### src/design/exlock_pkg.sv
// Shared types, constants and status codes for the exclusive lock block.
// No dependencies; imported by every module of the block.
`timescale 1ns / 1ps

package exlock_pkg;

    // Default sizing
    localparam int QUEUE_DEPTH_DEF = 8;
    localparam int ID_BITS_DEF     = 16;

    // Fixed width of the id fields on the ports
    localparam int FIELD_W  = 16;
    localparam int STATUS_W = 3;

    // Request opcodes
    localparam logic OP_ACQUIRE = 1'b0;
    localparam logic OP_RELEASE = 1'b1;

    // Result status codes
    localparam logic [STATUS_W-1:0] STAT_ACQUIRED = 3'd0;
    localparam logic [STATUS_W-1:0] STAT_QUEUED   = 3'd1;
    localparam logic [STATUS_W-1:0] STAT_REJECTED = 3'd2;
    localparam logic [STATUS_W-1:0] STAT_SHARED   = 3'd3;
    localparam logic [STATUS_W-1:0] STAT_HANDOFF  = 3'd4;
    localparam logic [STATUS_W-1:0] STAT_FREED    = 3'd5;
    localparam logic [STATUS_W-1:0] STAT_IGNORED  = 3'd6;

    // Input item
    typedef struct packed {
        logic               opcode;
        logic [FIELD_W-1:0] process_id;
    } req_t;

    // Result item
    typedef struct packed {
        logic                granted;
        logic [STATUS_W-1:0] status;
        logic [FIELD_W-1:0]  woken_id;
        logic [FIELD_W-1:0]  owner_id;
    } rsp_t;

    // Controller to datapath commands
    typedef struct packed {
        logic capture;   // latch the accepted request
        logic commit;    // update lock state and load the result register
    } dp_cmd_t;

    // Datapath to controller status
    typedef struct packed {
        logic out_free;  // result register can take a new result this cycle
    } dp_stat_t;

endpackage

### src/design/exclusive_lock_with_wait_fifo.sv
// Exclusive lock with FIFO wait queue: one request in, one result out.
// Request path: the input transfer captures the request, then the decide state commits it
// into the result register once that register is free; no new request is taken until then.
// The waiter ring read is registered, so the head entry is fetched during the capture cycle.
// Reset (rst_n, async low): lock free, queue empty, exclusive mode, no result pending.
// Depends on exlock_pkg, exlock_ctrl, exlock_dp.
`timescale 1ns / 1ps

module exclusive_lock_with_wait_fifo #(
    parameter int QUEUE_DEPTH = exlock_pkg::QUEUE_DEPTH_DEF,
    parameter int ID_BITS     = exlock_pkg::ID_BITS_DEF
) (
    input  logic             clk,
    input  logic             rst_n,
    input  logic             in_valid,
    output logic             in_ready,
    input  exlock_pkg::req_t in_data,
    output logic             out_valid,
    input  logic             out_ready,
    output exlock_pkg::rsp_t out_data,
    input  logic             cfg_valid,
    output logic             cfg_ready,
    input  logic             cfg_data
);
    import exlock_pkg::*;

    dp_cmd_t  cmd;
    dp_stat_t stat;

    // Mode register takes a write in any cycle
    assign cfg_ready = 1'b1;

    exlock_ctrl u_ctrl (
        .clk      (clk),
        .rst_n    (rst_n),
        .in_valid (in_valid),
        .in_ready (in_ready),
        .stat     (stat),
        .cmd      (cmd)
    );

    exlock_dp #(
        .QUEUE_DEPTH (QUEUE_DEPTH),
        .ID_BITS     (ID_BITS)
    ) u_dp (
        .clk       (clk),
        .rst_n     (rst_n),
        .in_data   (in_data),
        .cfg_valid (cfg_valid && cfg_ready),
        .cfg_data  (cfg_data),
        .cmd       (cmd),
        .stat      (stat),
        .out_valid (out_valid),
        .out_ready (out_ready),
        .out_data  (out_data)
    );

endmodule

### src/design/exlock_ctrl.sv
// Controller for the exclusive lock: sequences capture and commit of one request.
// Depends on exlock_pkg.
`timescale 1ns / 1ps

module exlock_ctrl (
    input  logic                clk,
    input  logic                rst_n,
    input  logic                in_valid,
    output logic                in_ready,
    input  exlock_pkg::dp_stat_t stat,
    output exlock_pkg::dp_cmd_t  cmd
);
    import exlock_pkg::*;

    localparam logic S_IDLE   = 1'b0;
    localparam logic S_DECIDE = 1'b1;

    logic state_reg;
    logic state_next;

    // Handshake and commands
    always_comb
    begin
        in_ready    = (state_reg == S_IDLE);
        cmd.capture = in_valid && in_ready;
        cmd.commit  = (state_reg == S_DECIDE) && stat.out_free;
    end

    // Next state
    always_comb
    begin
        state_next = state_reg;
        case (state_reg)
            S_IDLE:
            begin
                if (cmd.capture)
                    state_next = S_DECIDE;
            end
            S_DECIDE:
            begin
                if (cmd.commit)
                    state_next = S_IDLE;
            end
            default:
            begin
                state_next = S_IDLE;
            end
        endcase
    end

    // State register
    always_ff @(posedge clk or negedge rst_n)
    begin
        if (!rst_n)
            state_reg <= S_IDLE;
        else
            state_reg <= state_next;
    end

endmodule

### src/design/exlock_dp.sv
// Datapath for the exclusive lock: owner, waiter ring, mode and result register.
// Depends on exlock_pkg.
`timescale 1ns / 1ps

module exlock_dp #(
    parameter int QUEUE_DEPTH = exlock_pkg::QUEUE_DEPTH_DEF,
    parameter int ID_BITS     = exlock_pkg::ID_BITS_DEF
) (
    input  logic                 clk,
    input  logic                 rst_n,
    input  exlock_pkg::req_t     in_data,
    input  logic                 cfg_valid,
    input  logic                 cfg_data,
    input  exlock_pkg::dp_cmd_t  cmd,
    output exlock_pkg::dp_stat_t stat,
    output logic                 out_valid,
    input  logic                 out_ready,
    output exlock_pkg::rsp_t     out_data
);
    import exlock_pkg::*;

    localparam int STORE_W = (ID_BITS < FIELD_W) ? ID_BITS : FIELD_W;
    localparam int PTR_W   = (QUEUE_DEPTH > 1) ? $clog2(QUEUE_DEPTH) : 1;
    localparam int CNT_W   = $clog2(QUEUE_DEPTH + 1);
    localparam logic [PTR_W-1:0] PTR_LAST = PTR_W'(QUEUE_DEPTH - 1);
    localparam logic [CNT_W-1:0] CNT_FULL = CNT_W'(QUEUE_DEPTH);

    // Mode and lock state
    logic               shared_reg;
    logic               busy_reg,  busy_next;
    logic [STORE_W-1:0] owner_reg, owner_next;
    logic [PTR_W-1:0]   head_reg,  head_next;
    logic [PTR_W-1:0]   tail_reg,  tail_next;
    logic [CNT_W-1:0]   count_reg, count_next;

    // Captured request
    logic               op_reg;
    logic [STORE_W-1:0] pid_reg;

    // Waiter ring memory with registered read of the head entry
    logic [STORE_W-1:0] mem [QUEUE_DEPTH];
    logic [STORE_W-1:0] rd_data_reg;
    logic               mem_we;

    // Result register
    logic out_valid_reg, out_valid_next;
    rsp_t out_data_reg,  out_data_next;

    assign stat.out_free = !out_valid_reg || out_ready;
    assign out_valid     = out_valid_reg;
    assign out_data      = out_data_reg;

    // Lock decision for the captured request
    always_comb
    begin
        busy_next              = busy_reg;
        owner_next             = owner_reg;
        head_next              = head_reg;
        tail_next              = tail_reg;
        count_next             = count_reg;
        mem_we                 = 1'b0;
        out_data_next.granted  = 1'b0;
        out_data_next.status   = STAT_IGNORED;
        out_data_next.woken_id = '0;
        if (op_reg == OP_ACQUIRE)
        begin
            if (shared_reg)
            begin
                out_data_next.granted = 1'b1;
                out_data_next.status  = STAT_SHARED;
            end
            else if (!busy_reg)
            begin
                busy_next             = 1'b1;
                owner_next            = pid_reg;
                out_data_next.granted = 1'b1;
                out_data_next.status  = STAT_ACQUIRED;
            end
            else if (count_reg != CNT_FULL)
            begin
                mem_we               = 1'b1;
                tail_next            = (tail_reg == PTR_LAST) ? '0 : tail_reg + 1'b1;
                count_next           = count_reg + 1'b1;
                out_data_next.status = STAT_QUEUED;
            end
            else
            begin
                out_data_next.status = STAT_REJECTED;
            end
        end
        else
        begin
            if (shared_reg || !busy_reg)
            begin
                out_data_next.status = STAT_IGNORED;
            end
            else if (count_reg != '0)
            begin
                owner_next             = rd_data_reg;
                head_next              = (head_reg == PTR_LAST) ? '0 : head_reg + 1'b1;
                count_next             = count_reg - 1'b1;
                out_data_next.woken_id = FIELD_W'(rd_data_reg);
                out_data_next.status   = STAT_HANDOFF;
            end
            else
            begin
                busy_next            = 1'b0;
                owner_next           = '0;
                out_data_next.status = STAT_FREED;
            end
        end
        out_data_next.owner_id = busy_next ? FIELD_W'(owner_next) : '0;
    end

    // Result valid: loads on commit, drops on a transfer
    always_comb
    begin
        if (cmd.commit)
            out_valid_next = 1'b1;
        else if (out_ready)
            out_valid_next = 1'b0;
        else
            out_valid_next = out_valid_reg;
    end

    // Control state
    always_ff @(posedge clk or negedge rst_n)
    begin
        if (!rst_n)
        begin
            shared_reg    <= 1'b0;
            busy_reg      <= 1'b0;
            owner_reg     <= '0;
            head_reg      <= '0;
            tail_reg      <= '0;
            count_reg     <= '0;
            out_valid_reg <= 1'b0;
        end
        else
        begin
            out_valid_reg <= out_valid_next;
            if (cfg_valid)
                shared_reg <= cfg_data;
            if (cmd.commit)
            begin
                busy_reg  <= busy_next;
                owner_reg <= owner_next;
                head_reg  <= head_next;
                tail_reg  <= tail_next;
                count_reg <= count_next;
            end
        end
    end

    // Payload registers
    always_ff @(posedge clk)
    begin
        if (cmd.capture)
        begin
            op_reg  <= in_data.opcode;
            pid_reg <= in_data.process_id[STORE_W-1:0];
        end
        if (cmd.commit)
            out_data_reg <= out_data_next;
    end

    // Waiter ring: write at tail, registered read at head
    always_ff @(posedge clk)
    begin
        if (cmd.commit && mem_we)
            mem[tail_reg] <= pid_reg;
        rd_data_reg <= mem[head_reg];
    end

endmodule

### config.mk
export PLATFORM = sky130hd
export DESIGN_NAME = exclusive_lock_with_wait_fifo
export DESIGN_NICKNAME = d
export VERILOG_FILES = /design/src/design/exlock_pkg.sv /design/src/design/exclusive_lock_with_wait_fifo.sv /design/src/design/exlock_ctrl.sv /design/src/design/exlock_dp.sv
export SDC_FILE = /design/constraint.sdc
export NUM_CORES = 1
export LEC_CHECK = 0
export ABC_AREA = 1
export ABC_CLOCK_PERIOD_IN_PS = 5600
export BUFFER_PORTS_ARGS = -buffer_cell sky130_fd_sc_hd__buf_2
export CAP_MARGIN = 40
export CORE_UTILIZATION = 30
export DETAILED_ROUTE_END_ITERATION = 8
export MAX_ROUTING_LAYER = met4
export PLACE_DENSITY = 0.51
export SLEW_MARGIN = 20
export SYNTH_ARGS = -nofsm -noshare
export SYNTH_HDL_FRONTEND = slang
export SYNTH_HIERARCHICAL = 1
export SYNTH_SLANG_ARGS = --single-unit
### constraint.sdc
create_clock -name clk -period 5.6 [get_ports clk]
set_clock_uncertainty 0.2 [all_clocks]
set_input_delay 0.56 -clock clk [delete_from_list [all_inputs] [get_ports clk]]
set_output_delay 0.56 -clock clk [all_outputs]
set_load 0.02 [all_outputs]
---- Word level (Yosys, flattened, before mapping) ----
Memory sizes are Yosys's and may differ from the RTL's. A register that Yosys moved wholly into a read port is not among the register bits.
Cells that the tools add are included.
storage, ports and cells
  output and inout bits ................... 39
  memories ................................ 1
  register bits ........................... 83
  bits of input ports ..................... 23
  RAM bits ................................ 128
operators by class
  equality and inequality tests ........... 6
  multiplexer cells ....................... 35
  add/subtract/negate cells ............... 4
  bitwise operators ....................... 4
  reduce and logical (&&, ||, !) cells .... 15
memories
  memory    words  bits a word  read ports  clocked after Yosys merged registers in  write ports  line             RTL
  u_dp.mem  8      16           1           1                                        1            exlock_dp.sv:41  logic [STORE_W-1:0] mem [QUEUE_DEPTH];
operators with widths
  kind                                               count
  two-way mux 16 bit                                 5
  two-way mux 4 bit                                  7
  two-way mux 1 bit                                  16
  two-way mux 3 bit                                  5
  adder 3 x 1 -> 3 bit (second input constant)       2
  equality test 3 bit (second input constant)        2
  != test 2 bit (second input constant)              3
  AND reduction 6 bit                                1
  nonzero test 2 bit                                 3
  AND reduction 5 bit                                1
  adder 4 x 1 -> 4 bit (second input constant)       1
  != test 4 bit (second input constant)              1
  NOT 1 bit                                          4
  AND reduction 4 bit                                1
  nonzero test 4 bit                                 1
  subtractor 4 x 1 -> 4 bit (second input constant)  1
  logical AND 1 bit                                  3
  zero test 1 bit                                    2
  logical OR 1 bit                                   2
  two-way mux 2 bit                                  1
  case mux 1 bit (2 select lines)                    1
  OR reduction 2 bit                                 1

---- Longest topological paths before layout ----
Gate-level depths: netlist of run 1.
  depth after elaboration ................. 8
  gate-level depth with buffers ........... 10

---- Hierarchy ----
The synthesis of run 1 kept the hierarchy.
modules (own cells, without submodules)
  module                         cells an instance  sequential area each (sq um)  area an instance (sq um)  times used
  exlock_dp                      835                6481.2                        9278.9                    1
  exlock_ctrl                    9                  25.0                          60.1                      1
  exclusive_lock_with_wait_fifo  2                  0.0                           11.3                      1

---- Least setup slack after synthesis of run 1 ----
Ideal clock, no wire load.
  kind .................................... input -> register
  start point ............................. in out_ready
  end point ............................... mem u_dp/mem[6][0] (netlist name), enable pin
  stages .................................. 8
  data arrival time ....................... 3.277 ns
  setup slack ............................. 1.714 ns
  path through ............................ inv_1 -> nand2_1 -> nand2_1 -> inv_1 -> buf_2 -> nand4_1 -> buf_2 -> nor3_1
RTL lines
  what         line                                 RTL
  from (decl)  exclusive_lock_with_wait_fifo.sv:19  input logic out_ready,
  to (decl)    exlock_dp.sv:41

==> flow_summary.ini, run 1 <==
[clock_network]
cts_tree = yes
clock_path_buffers = 3
ctsResizeCount = 0
clock_sink_count = 227
post-cts-setup-buffers = 0
cts_max_level = 1
clkSlewWorstSetupHoldPaths_ns = 0.06
insertion_delay_to_the_later_sink_of_the_worst_skew_pair_ns = 0.51
clock_tree.root_cell = clkbuf_16
cts_made_buffers = 25

[synth]
synth.most_common_cell = nand2_1
synth_ff_type = edfxtp_1
synth_top_cells_by_count = nand2_1, edfxtp_1, nor2_1, o21ai_0, inv_1
synth_warnings = 6
ys_seq_elements = 227
syn-instance-count = 846
synth_largest_area_cell = edfxtp_1
synth_async_sr_flop_share = 0.132
synth.top_cell.area_share = 0.581
synth_cell_type_count = 34
syn-mean-instance-area_sq_um = 11.1
synth.cell_area_sq_um = 9350
synth_seq_area_share = 0.696
synth_edf_count = 181
syn_nets = 876
netlist_top_cells_area = edfxtp_1, dfrtp_1, nand2_1

[detailed_routing]
drt_drc_violations_left = 0
via_count = 5779
drt_iter0_markers = 555
ant_nets = 0
vias_per_cell = 4.36
detail_route.wirelength_um = 19100
detail_route.wl_per_cell_um = 14.4
detailedRoute.firstPassIterationCount = 5

[finish]
synthToLayoutAreaGrowth_pct = 17.7
insertedDiodeCount = 0
largest_reg_flops = 128
layout.nets = 942
layout-drive-gt1-share = 0.165
n_fill_cell = 3060
final_cell_area_sq_um = 11000

[sta]
fin_crit_ns = 2.73
tightestPinTransition_ns = 0.749
rsz_0062_raised_after_global_routing = false
layout_worst_path_cycle_share = 0.488
fin_setup_tns_ns = 0
final.setup.worst_slack_ns = 2.87
timing.max_slew.rel_slack = 0.499
max_fclk_mhz = 366
timing_hold_violations_final = 0
final_setup_violation_count = 0
finalMaxSlewViolations = 0

[floorplanning]
dieHeight_um = 179
die_area_sq_um = 31900
design.core.area_sq_um = 30600
design.portCount = 62
start_util = 0.306
rows = 64
chipWidth_um = 179

[place]
globalplace.congestion = 0.779
pre_cts_ws_ns = 2.48
buffer_ports.inserted = 60
dp_hpwl_um = 12400
dpl_cell_area_sq_um = 10100

[global_route]
first_global_vias = 5510
grt_use_total = 0.125
gr-total-overflow = 0
grt_start_max_net_pins = 67
global_route_wire_length_before_repair_um = 30600
grt_antenna_before_repair = 0

[critical_path]
rr_worst_depth = 9
crit_path_max_fanout = 55
cp-start-kind = flip-flop
timing_worst_setup_path_type = flip-flop to flip-flop
r2r-end = u_dp/count_reg[3]$_DFFE_PN0P_
critPathCaptureType = flip-flop
critical_path.startpoint = u_dp/out_valid$_DFFE_PN0P_
worst_r2r_startpoint = u_dp/out_valid$_DFFE_PN0P_
worst-endpoint-required_ns = 5.79
crit_path_end = u_dp/count_reg[3]$_DFFE_PN0P_
reg2reg_slack_ns = 2.87
cp_data_arrival_time_ns = 2.93

[pwr]
cellPowerDensity_nw_per_um2 = 475
ir_drop_v = 0.000219
power.static_leakage_nw = 4.53
finalPower_mw = 5.22

[job]
drv_cap = 0

[hold_path]
worst_hold_path_type = input pin to flip-flop

[run_status]
result_of_the_run = finished clean
kinds of logic (layout without fill, tap and decap cells):
logic type	count (synthesis)	in the layout	share of synthesized area
xor gates and xnor gates	3	3	0.00281
adders and majority gates	7	7	0.0102
AOI/OAI and AO/OA	108	108	0.0582
and+or+nand+nor	377	377	0.177
other	1	1	0.000401
DFF	227	227	0.696
buffers and inverters	123	207	0.0557
layout by cell type, fill, tap and decap left out, types with 3 or more instances in the layout:
master / synthesis / final
a21oi_1: 3 / 3
and2_1: 3 / 3
buf_2: 17 / 60
buf_4: 3 / 13
bufinv_16: 0 / 4
clkbuf_1: 14 / 10
clkbuf_16: 0 / 25
clkinv_1: 1 / 3
dfrtp_1: 30 / 30
dfxtp_1: 16 / 16
edfxtp_1: 181 / 181
ha_1: 6 / 6
inv_1: 78 / 77
inv_2: 5 / 6
nand2_1: 192 / 192
nand2_2: 7 / 7
nand3_1: 39 / 39
nand3_2: 18 / 18
nor2_1: 103 / 103
nor3_2: 0 / 7
o21ai_0: 85 / 85
o21ai_1: 18 / 18
worst min-delay path by stage:
stage / startpoint / endpoint / cells after the start
final: in_data[10] / u_dp/pid_reg[10]$_DFFE_PP_ / 1
after global routing: in_data[13] / u_dp/pid_reg[13]$_DFFE_PP_ / 1
after CTS: in_data[8] / u_dp/pid_reg[8]$_DFFE_PP_ / 1
after detailed placement: u_dp/owner_reg[4]$_DFFE_PN0P_ / u_dp/owner_reg[4]$_DFFE_PN0P_ / 2
after global placement: u_dp/owner_reg[14]$_DFFE_PN0P_ / u_dp/owner_reg[14]$_DFFE_PN0P_ / 2
after floorplan: rst_n / u_ctrl/state_reg$_DFF_PN0_ / 0
timing repair:
item / in CTS / in global routing
hold buffers: 1 / 1
endpoints found under the hold margin: 30 / 1
setup endpoints to repair: 0 / 0
report_power, final:
group | leakage [nW] | switching [mW] | internal (mW) | total (mW)
clock | 0.402 | 0.624 | 1.03 | 1.66
sequential | 2.18 | 0.151 | 2.08 | 2.23
combinational | 1.96 | 0.916 | 0.416 | 1.33
metrics by stage:
stage / cells / hold WS [ns] / util
after floorplan: 846 / 0.0644 / -
after global placement: 1275 / 0.285 / 0.329
after detailed placement: 1277 / 0.293 / 0.331
after CTS: 1323 / 0.00311 / 0.358
after global routing: 1326 / 0.00365 / 0.360
final: 1326 / 0.0249 / 0.360
metal layers:
layer,vias to the layer above,part of all wire,GRT usage
met5,-,0,-
met4,0,0.018,0.0332
met3,27,0.045,0.0213
met2,116,0.41,0.170
met1,2686,0.53,0.191
li1,2950,-,-
cell type report:
type,count,area (sq um),area share
sequential,227,6510,0.591
timing repair buffer,78,488,0.0443
multi-input combinational,496,2370,0.215
tap,396,495,0.0450
inverter,84,315,0.0287
clock buffer,37,691,0.0628
clock inverter,8,138,0.0125
worst max-delay path, stage by stage, from the launching register on:
cell and delay (ns):
dfrtp_1 0.37, nand2_1 0.11, nand2_1 0.07, inv_2 0.05
buf_4 0.50, inv_1 0.55, a21oi_1 0.48, nand2_2 0.13
nand2_1 0.09, nand2_1 0.05
(Power assumes the default switching activity.)
==> run 2, diff against run 1 <==
--- a/config.mk
+++ b/config.mk
@@ -6,7 +6,7 @@
 export NUM_CORES = 1
 export LEC_CHECK = 0
 export ABC_AREA = 1
-export ABC_CLOCK_PERIOD_IN_PS = 5600
+export ABC_CLOCK_PERIOD_IN_PS = 2600
 export BUFFER_PORTS_ARGS = -buffer_cell sky130_fd_sc_hd__buf_2
 export CAP_MARGIN = 40
 export CORE_UTILIZATION = 30
==> constraint.sdc (replaced) <==
create_clock -name clk -period 2.6 [get_ports clk]
set_clock_uncertainty 0.2 [all_clocks]
set_input_delay 0.26 -clock clk [delete_from_list [all_inputs] [get_ports clk]]
set_output_delay 0.26 -clock clk [all_outputs]
set_load 0.02 [all_outputs]
==> flow_summary.ini, run 2 (synthesis gave the netlist of run 1 again) <==
[finish]
seqCellArea_sq_um = 6510
layout-drive-gt1-share = 0.167
postLayoutCoreUtil = 0.367
mostFrequentLayoutCells = nand2_1, edfxtp_1, nor2_1, o21ai_0, inv_1
n_fill_cell = 3058
mostFrequentLayoutCell = nand2_1
final_cell_area_sq_um = 11200
largest_reg_flops = 128
synthToLayoutAreaGrowth_pct = 20.0
insertedDiodeCount = 0
total_area_of_multi_input_combinational_cells_sq_um = 2420
layout.nets = 971

[sta]
max_fclk_mhz = 502
finalMaxSlewViolations = 0
timing.max_slew.rel_slack = 0.658
tightestPinTransition_ns = 0.513
layout_worst_path_cycle_share = 0.766
timing_hold_violations_final = 0
fin_crit_ns = 1.99
rsz_0062_raised_after_global_routing = false
final_setup_violation_count = 0
fin_setup_tns_ns = 0

[pwr]
power.share.sequential = 0.442
cellPowerDensity_nw_per_um2 = 973
finalPower_mw = 10.9
logic_gate_share_of_total_power = 0.272
p_sw_frac = 0.338
power.static_leakage_nw = 4.64
power.clock.fraction = 0.286
cellInternalPower_mw = 7.23
ir_drop_v = 0.000443
switchingPower_mw = 3.69

[hold_path]
worst_hold_path_type = input pin to flip-flop
hold-path-cell-count = 2

[critical_path]
critPathCaptureType = flip-flop
timing_worst_setup_path_type = flip-flop to flip-flop
cp_data_arrival_time_ns = 1.98
crit_path_max_fanout = 16
worst-endpoint-required_ns = 2.59
cp-start-kind = flip-flop
rr_worst_depth = 5

[global_route]
grt_use_total = 0.134
gr-total-overflow = 0
met1_usage = 0.194
grt_antenna_before_repair = 0
first_global_vias = 5691
grt_util_met3 = 0.0181
global_route_wire_length_before_repair_um = 32000
global_route.peak_usage_layer = met2
gr-usage-met2 = 0.198
grt_start_max_net_pins = 66

[floorplanning]
design.core.area_sq_um = 30600
design.portCount = 62
start_util = 0.306
chipWidth_um = 179
die_area_sq_um = 31900
dieHeight_um = 179
rows = 64

[detailed_routing]
drt_iter0_markers = 331
ant_nets = 0
drt_drc_violations_left = 0
detail_route.wirelength_um = 20200
via_count = 5821
detailedRoute.firstPassIterationCount = 4
vias_per_cell = 4.30
detail_route.wl_per_cell_um = 14.9

[clock_network]
clock_sink_count = 227
cts_tree = yes
insertion_delay_to_the_later_sink_of_the_worst_skew_pair_ns = 0.51
clock_tree.root_cell = clkbuf_16
clock_path_buffers = 3
cts_made_buffers = 25
cts_max_level = 1
clkSlewWorstSetupHoldPaths_ns = 0.05

[place]
dpl_cell_area_sq_um = 10200
dp_hpwl_um = 12400
globalplace.congestion = 0.744
buffer_ports.inserted = 60

[run_status]
result_of_the_run = finished clean

[job]
drv_cap = 0
[run 2: changes by cell type in the layout (fill, tap and decap cells not counted), moves of 3 or more]
cell and delta:
buf_12 +3, buf_4 +6, bufinv_16 -4, clkbuf_1 -3
clkinv_1 +4, dlygate4sd3_1 +22, nor3_2 -7, nor3_4 +7
[run 2: repair_timing]
item / CTS / global route
buffers inserted: 0 / 0
hold endpoints to repair: 50 / 9
hold buffers: 23 / 1
resized for setup: 0 / 0
[run 2: final cells by class]
cell class              instances  share of cell area
repair buffers                107              0.0687
flip-flops and latches        227               0.580
clock inverters                10             0.00412
multi-input cells             496               0.215
clock buffers                  33              0.0593
well taps                     396              0.0441
inverters                      84              0.0284
[run 2: worst max-delay path, cell delays in order, from the launching register on]
cell and delay, ns:
dfrtp_1 0.45, nor2_1 0.21, nand4_1 0.12, buf_4 0.24
nor3_4 0.17, buf_4 0.28
[run 2: layer usage]
metal	vias to the layer above	part of all wire
met5	-	0
met4	0	0.019
met3	30	0.037
met2	100	0.43
met1	2689	0.51
li1	3002	-
[run 2: final timing paths]
| check | startpoint | end | slack, ns |
|---|---|---|---|
| worst max-delay path | u_dp/shared_reg$_DFFE_PN0P_ | u_dp/mem[0][3]$_DFFE_PP_ | 0.61 |
| worst min-delay path | in_data[6] | u_dp/pid_reg[6]$_DFFE_PP_ | 0.26 |
| worst max register to register | u_dp/shared_reg$_DFFE_PN0P_ | u_dp/mem[0][3]$_DFFE_PP_ | 0.61 |
| worst min register to register | u_dp/owner_reg[14]$_DFFE_PN0P_ | u_dp/owner_reg[14]$_DFFE_PN0P_ | 0.31 |
| max in group asynchronous | rst_n | u_dp/owner_reg[9]$_DFFE_PN0P_ | 1.29 |
| min in group asynchronous | rst_n | u_dp/count_reg[3]$_DFFE_PN0P_ | 0.50 |
[run 2: stage by stage]
stage | hold slack [ns] | worst slack, ns | cells
3_3_place_gp | 0.193 | 0.621 | 1285
6_report | 0.260 | 0.608 | 1353
4_1_cts | 0.182 | 0.585 | 1351
3_5_place_dp | 0.200 | 0.599 | 1285
5_1_grt | 0.256 | 0.501 | 1353
2_1_floorplan | -0.236 | -0.0394 | 846
[run 2: power by group through the flow]
stage	clock, mW	sequential [mW]	combinational [mW]
global route	3.34	4.89	3.40
detailed placement	0	4.91	2.96
floorplan	0	4.96	2.02
CTS	3.23	4.83	3.01
finish	3.12	4.83	2.97
global placement	0	4.90	2.94
==> run 3, diff against run 2 <==
--- a/config.mk
+++ b/config.mk
@@ -6,7 +6,7 @@
 export NUM_CORES = 1
 export LEC_CHECK = 0
 export ABC_AREA = 1
-export ABC_CLOCK_PERIOD_IN_PS = 2600
+export ABC_CLOCK_PERIOD_IN_PS = 2100
 export BUFFER_PORTS_ARGS = -buffer_cell sky130_fd_sc_hd__buf_2
 export CAP_MARGIN = 40
 export CORE_UTILIZATION = 30
==> constraint.sdc (replaced) <==
create_clock -name clk -period 2.1 [get_ports clk]
set_clock_uncertainty 0.2 [all_clocks]
set_input_delay 0.21 -clock clk [delete_from_list [all_inputs] [get_ports clk]]
set_output_delay 0.21 -clock clk [all_outputs]
set_load 0.02 [all_outputs]
==> flow_summary.ini, run 3 (synthesis gave the netlist of run 1 again) <==
[run_status]
result_of_the_run = finished clean

[global_route]
grt_antenna_before_repair = 0
first_global_vias = 5945
global_route_wire_length_before_repair_um = 32700
gr-total-overflow = 0
grt_start_max_net_pins = 67
grt_use_total = 0.135

[floorplanning]
die_area_sq_um = 31900
chipWidth_um = 179
dieHeight_um = 179
design.portCount = 62
design.core.area_sq_um = 30600
rows = 64
start_util = 0.306

[critical_path]
timing_worst_setup_path_type = flip-flop to flip-flop
critical-path-slowest-cell = dfrtp_2
cp_data_arrival_time_ns = 1.91
worst_r2r_startpoint = u_dp/out_valid$_DFFE_PN0P_
crit_path_max_fanout = 16
r2r-end = u_dp/mem[0][7]$_DFFE_PP_
timing.critical_path.cells = nand2_2 > nand2_2 > clkinvlp_4 > nand4_1 > buf_12 > nor3_4 > buf_12
reg2reg_slack_ns = 0.21
cp-start-kind = flip-flop
rr_worst_depth = 7
critPathCaptureType = flip-flop
critical-path-max-stage-delay_ns = 0.41
worst-endpoint-required_ns = 2.12

[clock_network]
cts_made_buffers = 26
cts_tree = yes
clock_tree.root_cell = clkbuf_16
clock_sink_count = 227
cts_max_level = 1
clkSlewWorstSetupHoldPaths_ns = 0.06
clock_path_buffers = 3
insertion_delay_to_the_later_sink_of_the_worst_skew_pair_ns = 0.52
ctsResizeCount = 0

[finish]
layout.nets = 976
largest_reg_flops = 128
layout-drive-gt1-share = 0.179
mostFrequentLayoutCell = nand2_1
final_cell_area_sq_um = 11500
mostFrequentLayoutCells = nand2_1, edfxtp_1, nor2_1, o21ai_0, inv_1
insertedDiodeCount = 0
n_fill_cell = 3013
synthToLayoutAreaGrowth_pct = 22.9
count_of_non_filler_cells_in_the_finished_layout = 1361

[detailed_routing]
drt_iter0_markers = 501
ant_nets = 0
via_count = 5891
vias_per_cell = 4.33
detailedRoute.firstPassIterationCount = 6
drt_drc_violations_left = 0
detail_route.wl_per_cell_um = 14.8
detail_route.wirelength_um = 20100

[sta]
final_setup_violation_count = 0
rsz_0062_raised_after_global_routing = false
final.setup.worst_slack_ns = 0.211
fin_setup_tns_ns = 0
finalMaxSlewViolations = 0
timing_hold_violations_final = 0
max_fclk_mhz = 529
worst_hold_slack_ns = 0.0462
layout_worst_path_cycle_share = 0.899
fin_crit_ns = 1.89

[place]
numPlacedInstances = 1291
dp_hpwl_um = 12600
globalplace.congestion = 0.758
pre_cts_ws_ns = 0.215
buffer_ports.inserted = 60
dpl_cell_area_sq_um = 10400

[pwr]
ir_drop_v = 0.000550
power.static_leakage_nw = 4.75
cellPowerDensity_nw_per_um2 = 1230

[hold_path]
worst_hold_path_type = input pin to asynchronous set/reset pin

[job]
drv_cap = 0
## run 3: changes by cell type in the layout (fill, tap and decap cells not counted), sizes merged
cell,delta
buf,+5
clkbuf,+2
clkinv,-1
dlygate4sd3,-1
inv,-1
bufinv,+2
clkinvlp,+2
## run 3: worst max-delay path, delay by kind of cell (launching register included)
family	cells	cell delay [ns]
buffers and inverters	3	0.49
flip-flops	1	0.41
AND/OR/NAND/NOR	4	0.48
## run 3: worst max path at each step
stage | startpoint | to | cells past startpoint
2_1_floorplan | u_dp/out_valid$_DFFE_PN0P_ | u_dp/mem[0][0]$_DFFE_PP_ | 7
3_3_place_gp | u_dp/out_valid$_DFFE_PN0P_ | u_dp/mem[0][10]$_DFFE_PP_ | 7
3_5_place_dp | u_dp/count_reg[3]$_DFFE_PN0P_ | u_dp/out_data[0]$_SDFFCE_PN0P_ | 5
4_1_cts | u_dp/out_valid$_DFFE_PN0P_ | u_dp/mem[0][7]$_DFFE_PP_ | 7
5_1_grt | u_dp/count_reg[3]$_DFFE_PN0P_ | u_dp/out_data[15]$_SDFFCE_PN0P_ | 5
6_report | u_dp/out_valid$_DFFE_PN0P_ | u_dp/mem[0][7]$_DFFE_PP_ | 7
## run 3: timing repair
action                                 4_1_cts  5_1_grt
setup endpoints to repair                    0        0
buffers inserted                             0        0
hold buffers                                23        0
endpoints found under the hold margin       51        0
## run 3: per-layer routing
metal | global-route usage | wire, um | vias up
li1 | - | - | 3012
met2 | 0.204 | 8920 | 116
met5 | - | 0 | -
met3 | 0.0192 | 813 | 28
met1 | 0.191 | 10100 | 2735
met4 | 0.0332 | 315 | 0
## run 3: power breakdown
part           total [mW]  switching, mW  internal [mW]
sequential           5.92          0.360           5.56
combinational        3.83           2.56           1.27
clock                4.37           1.72           2.66
total                14.1           4.64           9.48
## run 3: final cells by class
class                   instances  area [sq um]  area share
clock buffers                  35           726      0.0631
multi-input cells             496          2420       0.210
clock inverters                12           111     0.00969
flip-flops and latches        227          6510       0.566
repair buffers                111           916      0.0797
inverters                      84           319      0.0278
well taps                     396           495      0.0431
## run 3: per-stage QoR
stage,power (mW),utilization
floorplan,8.65,-
global placement,9.79,0.341
detailed placement,9.83,0.341
CTS,14.3,0.376
global route,15.1,0.376
finish,14.1,0.376
